<file path="src/lnle_pkg.sv">
`default_nettype none
package lnle_pkg;

  localparam int POS_W       = 32;
  localparam int BOX_W       = 31;
  localparam int CUT_W       = 32;
  localparam int CFG_W       = 32;
  localparam int CFG_IDX_W   = 2;
  localparam int ENERGY_W    = 48;
  localparam int COUNT_OUT_W = 12;
  localparam int WRAP_OUT_W  = 4;

  // register indexes on the configuration port
  localparam logic [CFG_IDX_W-1:0] CFG_BOX_X  = 2'd0;
  localparam logic [CFG_IDX_W-1:0] CFG_BOX_Y  = 2'd1;
  localparam logic [CFG_IDX_W-1:0] CFG_BOX_Z  = 2'd2;
  localparam logic [CFG_IDX_W-1:0] CFG_CUTOFF = 2'd3;

  // periodic image shift select per axis
  localparam logic [1:0] SHIFT_NEG  = 2'd0;
  localparam logic [1:0] SHIFT_NONE = 2'd1;
  localparam logic [1:0] SHIFT_POS  = 2'd2;

  typedef enum logic [1:0] {
    CMD_BUILD = 2'd0,
    CMD_ADD   = 2'd1,
    CMD_QUERY = 2'd2,
    CMD_BAD   = 2'd3
  } cmd_e;

  typedef enum logic [4:0] {
    OP_NONE,
    OP_LOAD,
    OP_WSUB,
    OP_WCHK_HI,
    OP_WADD,
    OP_WCHK_LO,
    OP_IMG_DIFF,
    OP_IMG_TEST,
    OP_EN_DIFF,
    OP_SKIP,
    OP_DIV_START,
    OP_Q_LOAD,
    OP_MQ_R4,
    OP_MQ_R6,
    OP_MQ_R12,
    OP_FIN,
    OP_RESULT
  } op_e;

  typedef enum logic [2:0] {
    MUL_NONE,
    MUL_SQ0,
    MUL_SQ1,
    MUL_SQ2,
    MUL_P0,
    MUL_P1,
    MUL_P2,
    MUL_P3
  } mul_e;

  typedef enum logic [2:0] {
    ACC_NONE,
    ACC_SQ,
    ACC_P0,
    ACC_MID,
    ACC_P3
  } acc_e;

  typedef struct packed {
    op_e        op;
    mul_e       mul;
    acc_e       acc;
    logic [1:0] ix;
    logic [1:0] iy;
    logic [1:0] iz;
  } dp_cmd_t;

  typedef struct packed {
    cmd_e cmd;
    logic list_end;
    logic far;
    logic div_valid;
    logic out_free;
  } dp_stat_t;

endpackage
`default_nettype wire

</file>
<file path="src/lnle_ctrl.sv">
`default_nettype none
module lnle_ctrl #(
  parameter int MAX_WRAPS = 7
) (
  input  logic               clk,
  input  logic               rst_n,
  input  logic               in_valid,
  output logic               in_ready,
  input  lnle_pkg::dp_stat_t st,
  output lnle_pkg::dp_cmd_t  cmd
);
  import lnle_pkg::*;

  localparam int WSW = $clog2(MAX_WRAPS + 1);

  typedef enum logic [4:0] {
    S_IDLE, S_DISPATCH,
    S_WSUB, S_WCHK_HI, S_WADD, S_WCHK_LO,
    S_IMG_DIFF, S_SQ0, S_SQ1, S_SQ2, S_SQ3, S_IMG_TEST,
    S_EN_CHECK, S_EN_DIFF, S_EN_FARCHK, S_DIV_WAIT,
    S_M0, S_M1, S_M2, S_M3, S_M4, S_MQ_END,
    S_FIN, S_DONE
  } state_t;

  typedef enum logic [1:0] {PH_R4, PH_R6, PH_R12} phase_t;

  state_t state_r, state_nxt;
  phase_t phase_r, phase_nxt;
  logic [WSW-1:0] wcnt_r, wcnt_nxt;
  logic [1:0] ix_r, iy_r, iz_r, ix_nxt, iy_nxt, iz_nxt;

  always_comb begin
    state_nxt = state_r;
    phase_nxt = phase_r;
    wcnt_nxt  = wcnt_r;
    ix_nxt    = ix_r;
    iy_nxt    = iy_r;
    iz_nxt    = iz_r;
    cmd.op    = OP_NONE;
    cmd.mul   = MUL_NONE;
    cmd.acc   = ACC_NONE;
    cmd.ix    = ix_r;
    cmd.iy    = iy_r;
    cmd.iz    = iz_r;
    case (state_r)
      S_IDLE: begin
        if (in_valid) begin
          cmd.op    = OP_LOAD;
          wcnt_nxt  = '0;
          state_nxt = S_DISPATCH;
        end
      end
      S_DISPATCH: begin
        case (st.cmd)
          CMD_BUILD: state_nxt = S_WSUB;
          CMD_ADD: begin
            ix_nxt    = SHIFT_NEG;
            iy_nxt    = SHIFT_NEG;
            iz_nxt    = SHIFT_NEG;
            state_nxt = S_IMG_DIFF;
          end
          CMD_QUERY: state_nxt = S_EN_CHECK;
          default:   state_nxt = S_DONE;
        endcase
      end
      S_WSUB: begin
        cmd.op = OP_WSUB;
        if (wcnt_r == WSW'(MAX_WRAPS - 1)) begin
          wcnt_nxt  = '0;
          state_nxt = S_WCHK_HI;
        end else begin
          wcnt_nxt = wcnt_r + WSW'(1);
        end
      end
      S_WCHK_HI: begin
        cmd.op    = OP_WCHK_HI;
        state_nxt = S_WADD;
      end
      S_WADD: begin
        cmd.op = OP_WADD;
        if (wcnt_r == WSW'(MAX_WRAPS - 1)) begin
          wcnt_nxt  = '0;
          state_nxt = S_WCHK_LO;
        end else begin
          wcnt_nxt = wcnt_r + WSW'(1);
        end
      end
      S_WCHK_LO: begin
        cmd.op    = OP_WCHK_LO;
        state_nxt = S_DONE;
      end
      S_IMG_DIFF: begin
        cmd.op    = OP_IMG_DIFF;
        state_nxt = S_SQ0;
      end
      S_SQ0: begin
        cmd.mul   = MUL_SQ0;
        state_nxt = S_SQ1;
      end
      S_SQ1: begin
        cmd.mul   = MUL_SQ1;
        cmd.acc   = ACC_SQ;
        state_nxt = S_SQ2;
      end
      S_SQ2: begin
        cmd.mul   = MUL_SQ2;
        cmd.acc   = ACC_SQ;
        state_nxt = S_SQ3;
      end
      S_SQ3: begin
        cmd.acc   = ACC_SQ;
        state_nxt = (st.cmd == CMD_ADD) ? S_IMG_TEST : S_EN_FARCHK;
      end
      S_IMG_TEST: begin
        cmd.op    = OP_IMG_TEST;
        state_nxt = S_IMG_DIFF;
        if (iz_r != SHIFT_POS) begin
          iz_nxt = iz_r + 2'd1;
        end else begin
          iz_nxt = SHIFT_NEG;
          if (iy_r != SHIFT_POS) begin
            iy_nxt = iy_r + 2'd1;
          end else begin
            iy_nxt = SHIFT_NEG;
            if (ix_r != SHIFT_POS) begin
              ix_nxt = ix_r + 2'd1;
            end else begin
              state_nxt = S_DONE;
            end
          end
        end
      end
      S_EN_CHECK: begin
        state_nxt = st.list_end ? S_FIN : S_EN_DIFF;
      end
      S_EN_DIFF: begin
        cmd.op    = OP_EN_DIFF;
        state_nxt = S_SQ0;
      end
      S_EN_FARCHK: begin
        if (st.far) begin
          cmd.op    = OP_SKIP;
          state_nxt = S_EN_CHECK;
        end else begin
          cmd.op    = OP_DIV_START;
          state_nxt = S_DIV_WAIT;
        end
      end
      S_DIV_WAIT: begin
        if (st.div_valid) begin
          cmd.op    = OP_Q_LOAD;
          phase_nxt = PH_R4;
          state_nxt = S_M0;
        end
      end
      S_M0: begin
        cmd.mul   = MUL_P0;
        state_nxt = S_M1;
      end
      S_M1: begin
        cmd.mul   = MUL_P1;
        cmd.acc   = ACC_P0;
        state_nxt = S_M2;
      end
      S_M2: begin
        cmd.mul   = MUL_P2;
        cmd.acc   = ACC_MID;
        state_nxt = S_M3;
      end
      S_M3: begin
        cmd.mul   = MUL_P3;
        cmd.acc   = ACC_MID;
        state_nxt = S_M4;
      end
      S_M4: begin
        cmd.acc   = ACC_P3;
        state_nxt = S_MQ_END;
      end
      S_MQ_END: begin
        case (phase_r)
          PH_R4: begin
            cmd.op    = OP_MQ_R4;
            phase_nxt = PH_R6;
            state_nxt = S_M0;
          end
          PH_R6: begin
            cmd.op    = OP_MQ_R6;
            phase_nxt = PH_R12;
            state_nxt = S_M0;
          end
          default: begin
            cmd.op    = OP_MQ_R12;
            state_nxt = S_EN_CHECK;
          end
        endcase
      end
      S_FIN: begin
        cmd.op    = OP_FIN;
        state_nxt = S_DONE;
      end
      S_DONE: begin
        if (st.out_free) begin
          cmd.op    = OP_RESULT;
          state_nxt = S_IDLE;
        end
      end
      default: state_nxt = S_IDLE;
    endcase
  end

  assign in_ready = (state_r == S_IDLE);

  always_ff @(posedge clk) begin
    if (!rst_n) begin
      state_r <= S_IDLE;
      phase_r <= PH_R4;
      wcnt_r  <= '0;
      ix_r    <= SHIFT_NEG;
      iy_r    <= SHIFT_NEG;
      iz_r    <= SHIFT_NEG;
    end else begin
      state_r <= state_nxt;
      phase_r <= phase_nxt;
      wcnt_r  <= wcnt_nxt;
      ix_r    <= ix_nxt;
      iy_r    <= iy_nxt;
      iz_r    <= iz_nxt;
    end
  end

endmodule
`default_nettype wire

</file>
<file path="config.mk">
export PLATFORM = sky130hd
export DESIGN_NAME = lnle_ctrl
export DESIGN_NICKNAME = d
export VERILOG_FILES = /design/src/lnle_pkg.sv /design/src/lnle_ctrl.sv
export SDC_FILE = /design/constraint.sdc
export NUM_CORES = 1
export LEC_CHECK = 0
export ABC_AREA = 1
export BUFFER_PORTS_ARGS = -buffer_cell sky130_fd_sc_hd__buf_2
export CORE_MARGIN = 2
export CORE_UTILIZATION = 50
export CTS_BUF_LIST = sky130_fd_sc_hd__clkbuf_8 sky130_fd_sc_hd__clkbuf_16
export DETAILED_ROUTE_END_ITERATION = 10
export PLACE_DENSITY_LB_ADDON = 0.2
export SLEW_MARGIN = 20
export SYNTH_ARGS = -nofsm -noshare
export SYNTH_HDL_FRONTEND = slang
export SYNTH_SLANG_ARGS = --single-unit
</file>
<file path="constraint.sdc">
create_clock -name clk -period 1.8 [get_ports clk]
set_input_delay 0.27 -clock clk [delete_from_list [all_inputs] [get_ports clk]]
set_output_delay 0.27 -clock clk [all_outputs]
set_load 0.02 [all_outputs]
</file>
==> qor.yml <==
cts_hold_buf: 0
nNetsFinal: 309
cp_slowest_cell: "dfxtp_4"
min_path_cells: 3
finalHoldViolations: 0
slew_headroom_pct: 69.1
clock_latency_ps: 260
synth_mux_area_share_pct: 0
worst_slew_pin_slew_ps: 463
rsz0062_at_grt: "yes"
dp_hpwl_um: 3290
synthAdderAreaFrac_pct: 0.813
ant_nets: 0
synth_ff_type: "dfxtp_1"
dp.cells: 312
viasPerCell: 5.08
clock-sinks: 16
numPortBuffers: 26
final_cell_mix: "nand2_1 (50), nor2_1 (29), inv_1 (28)"
syn_inst: 248
critPathArrivalTime_ps: 1520
overflow: 0
firstDrtPassIters: 4
criticalPathCategory: "flip-flop to output port"
setup_viol: 0
fp.dieW_um: 59.5
n_antenna_cell: 0
power_density_nw_per_um2: 1140
syn_to_final_growth_pct: 36.6
yosysUniqueCellTypes: 35
ys_seq_area_share_pct: 20.8
drc_errors: 0
cts.path.max_buffers: 2
critPathRequiredTime_ps: 1530
num_vias: 1682
gp_congestion: 1.02
setup-tns-final_ps: 0
ys_async_sr_fraction_pct: 0
syn-cell-area_um2: 1540
pre_cts_ws_ps: 123
clk_pin_slew_ps: 70
synth_top_family_by_area: "simple AND/OR/NAND/NOR gates"
cts_buffers: 3
start_kind: "flip-flop"
drt-total-wl_um: 4350
ys_warn_count: 0
antenna_found_initial: 0
cp-startpoint: "state_r[0]"
layout-drive-gt1-share_pct: 42.6
cts_root_buf: "clkbuf_8"
grt_pass1_wl_um: 7110
crit_top_cell: "nor2_4"
holdCritStartpoint: "rst_n"
cp-end-kind: "output port"
synth_xor_area_share_pct: 0
routedWlPerCell_um: 13.2
die-area_um2: 3540
peakVddDrop_mv: 0.609
path_cells: "inv_4 > buf_6 > nor2_4 > nand2_4 > nor2_4 > nor4_4 > nand4_1 > buf_4"
die_y_um: 59.5
synth-compound-area-share_pct: 13.7
hold_path_class: "primary input to flip-flop"
yosys_register_bits: 16
synth_nets: 258
pin_count: 27
htree_levels: 1
regToRegStartpoint: "state_r[0]"
finalInstanceArea_um2: 2100
fin_crit_sh_pct: 99.2
status: "completed"
synth_area_per_cell_um2: 6.21
synth_edf_count: 0
final-max-slew-violation-count: 0
drv_cap: 0
post-route-util_pct: 70.6
fmax_ghz: 0.560
grt_max_degree: 12
grt_use_total_pct: 26.9
slowest_delay_ps: 380
fin_crit_ps: 1790
coreArea_um2: 2980
drtIter0Drc: 89
synth-simple-area-share_pct: 52.9
skew_ps: 5.28
fin_ws_ps: 14.7
rr_worst_depth: 11
layout.cells.non_filler: 331
dpl_cell_area_um2: 1750
rows: 20
leakage_uw: 0.00104
grt_pass1_vias: 1526
final_common_cell: "nand2_1"
cts_tree: "done"
crit_fanout: 4
start_util_pct: 51.7
## area by class of cell
cell class | count | area (um2)
Tap cell | 33 | 41.3
Timing Repair Buffer | 49 | 328
Clock buffer | 4 | 55.1
Multi-Input combinational cell | 187 | 1170
Inverter | 42 | 166
Sequential cell | 16 | 337
Fill cell | 262 | 876
## repair_timing
| action | 4_1_cts | 5_1_grt |
|---|---|---|
| resized for setup | 30 | 22 |
| buffers inserted | 7 | 8 |
| setup endpoints to repair | 4 | 8 |
| pin swaps | 7 | 10 |
## Yosys cell counts, types with 5 or more instances
cell type  count  area (um2)
nor2_1        33         124
inv_2          8        30.0
nand3_1       20         100
dfxtp_1       16         320
nor2_4         7        78.8
inv_1         31         116
nor3_1         5        25.0
nand2_1       54         203
nor2_2         9        56.3
nand2_2       10        62.6
a21oi_1       15        75.1
a21oi_2        5        43.8
## stage by stage
stage	power [uW]	hold slack, ps
2_1_floorplan	1380	388
3_3_place_gp	1730	437
3_5_place_dp	1720	454
4_1_cts	2210	294
5_1_grt	2550	305
6_report	2390	292
## routing by layer
layer | global-route usage, % | share of wire, %
met1 | 37.2 | 47
met2 | 42.2 | 46
met3 | 3.49 | 4.2
met4 | 10.7 | 2.4
met5 | 0 | 0
## logic make-up after synthesis
kind of cell	after synthesis
simple gates	153
compound gates	33
buf+inv	45
flops	16
fa+ha+maj	1
## path summary, 6_finish.rpt
check / endpoint / slack, ps
worst max-delay path: cmd[12] / 10
worst min-delay path: iz_r[0] / 290
worst max register to register: state_r[2] / 210
worst min register to register: iz_r[0] / 460
## sequential cells by signal, summed over array words and instances (netlist names)
name and flops:
wcnt_r 3, ix_r 2, iz_r 2, state_r 5
iy_r 2, phase_r 2
## worst max-delay path, delay by kind of cell (launching register included)
kind | cells | cell delay (ps)
simple gates | 5 | 520
flops | 1 | 380
buf+inv | 3 | 360
## power by group
part	switching, uW	leakage (uW)	internal [uW]	total (uW)
Clock	140	0.0000288	195	335
Sequential	77.2	0.000133	413	491
Combinational	944	0.000881	617	1560
Total	1160	0.00104	1230	2390
Power figures use the tool's default switching activity.
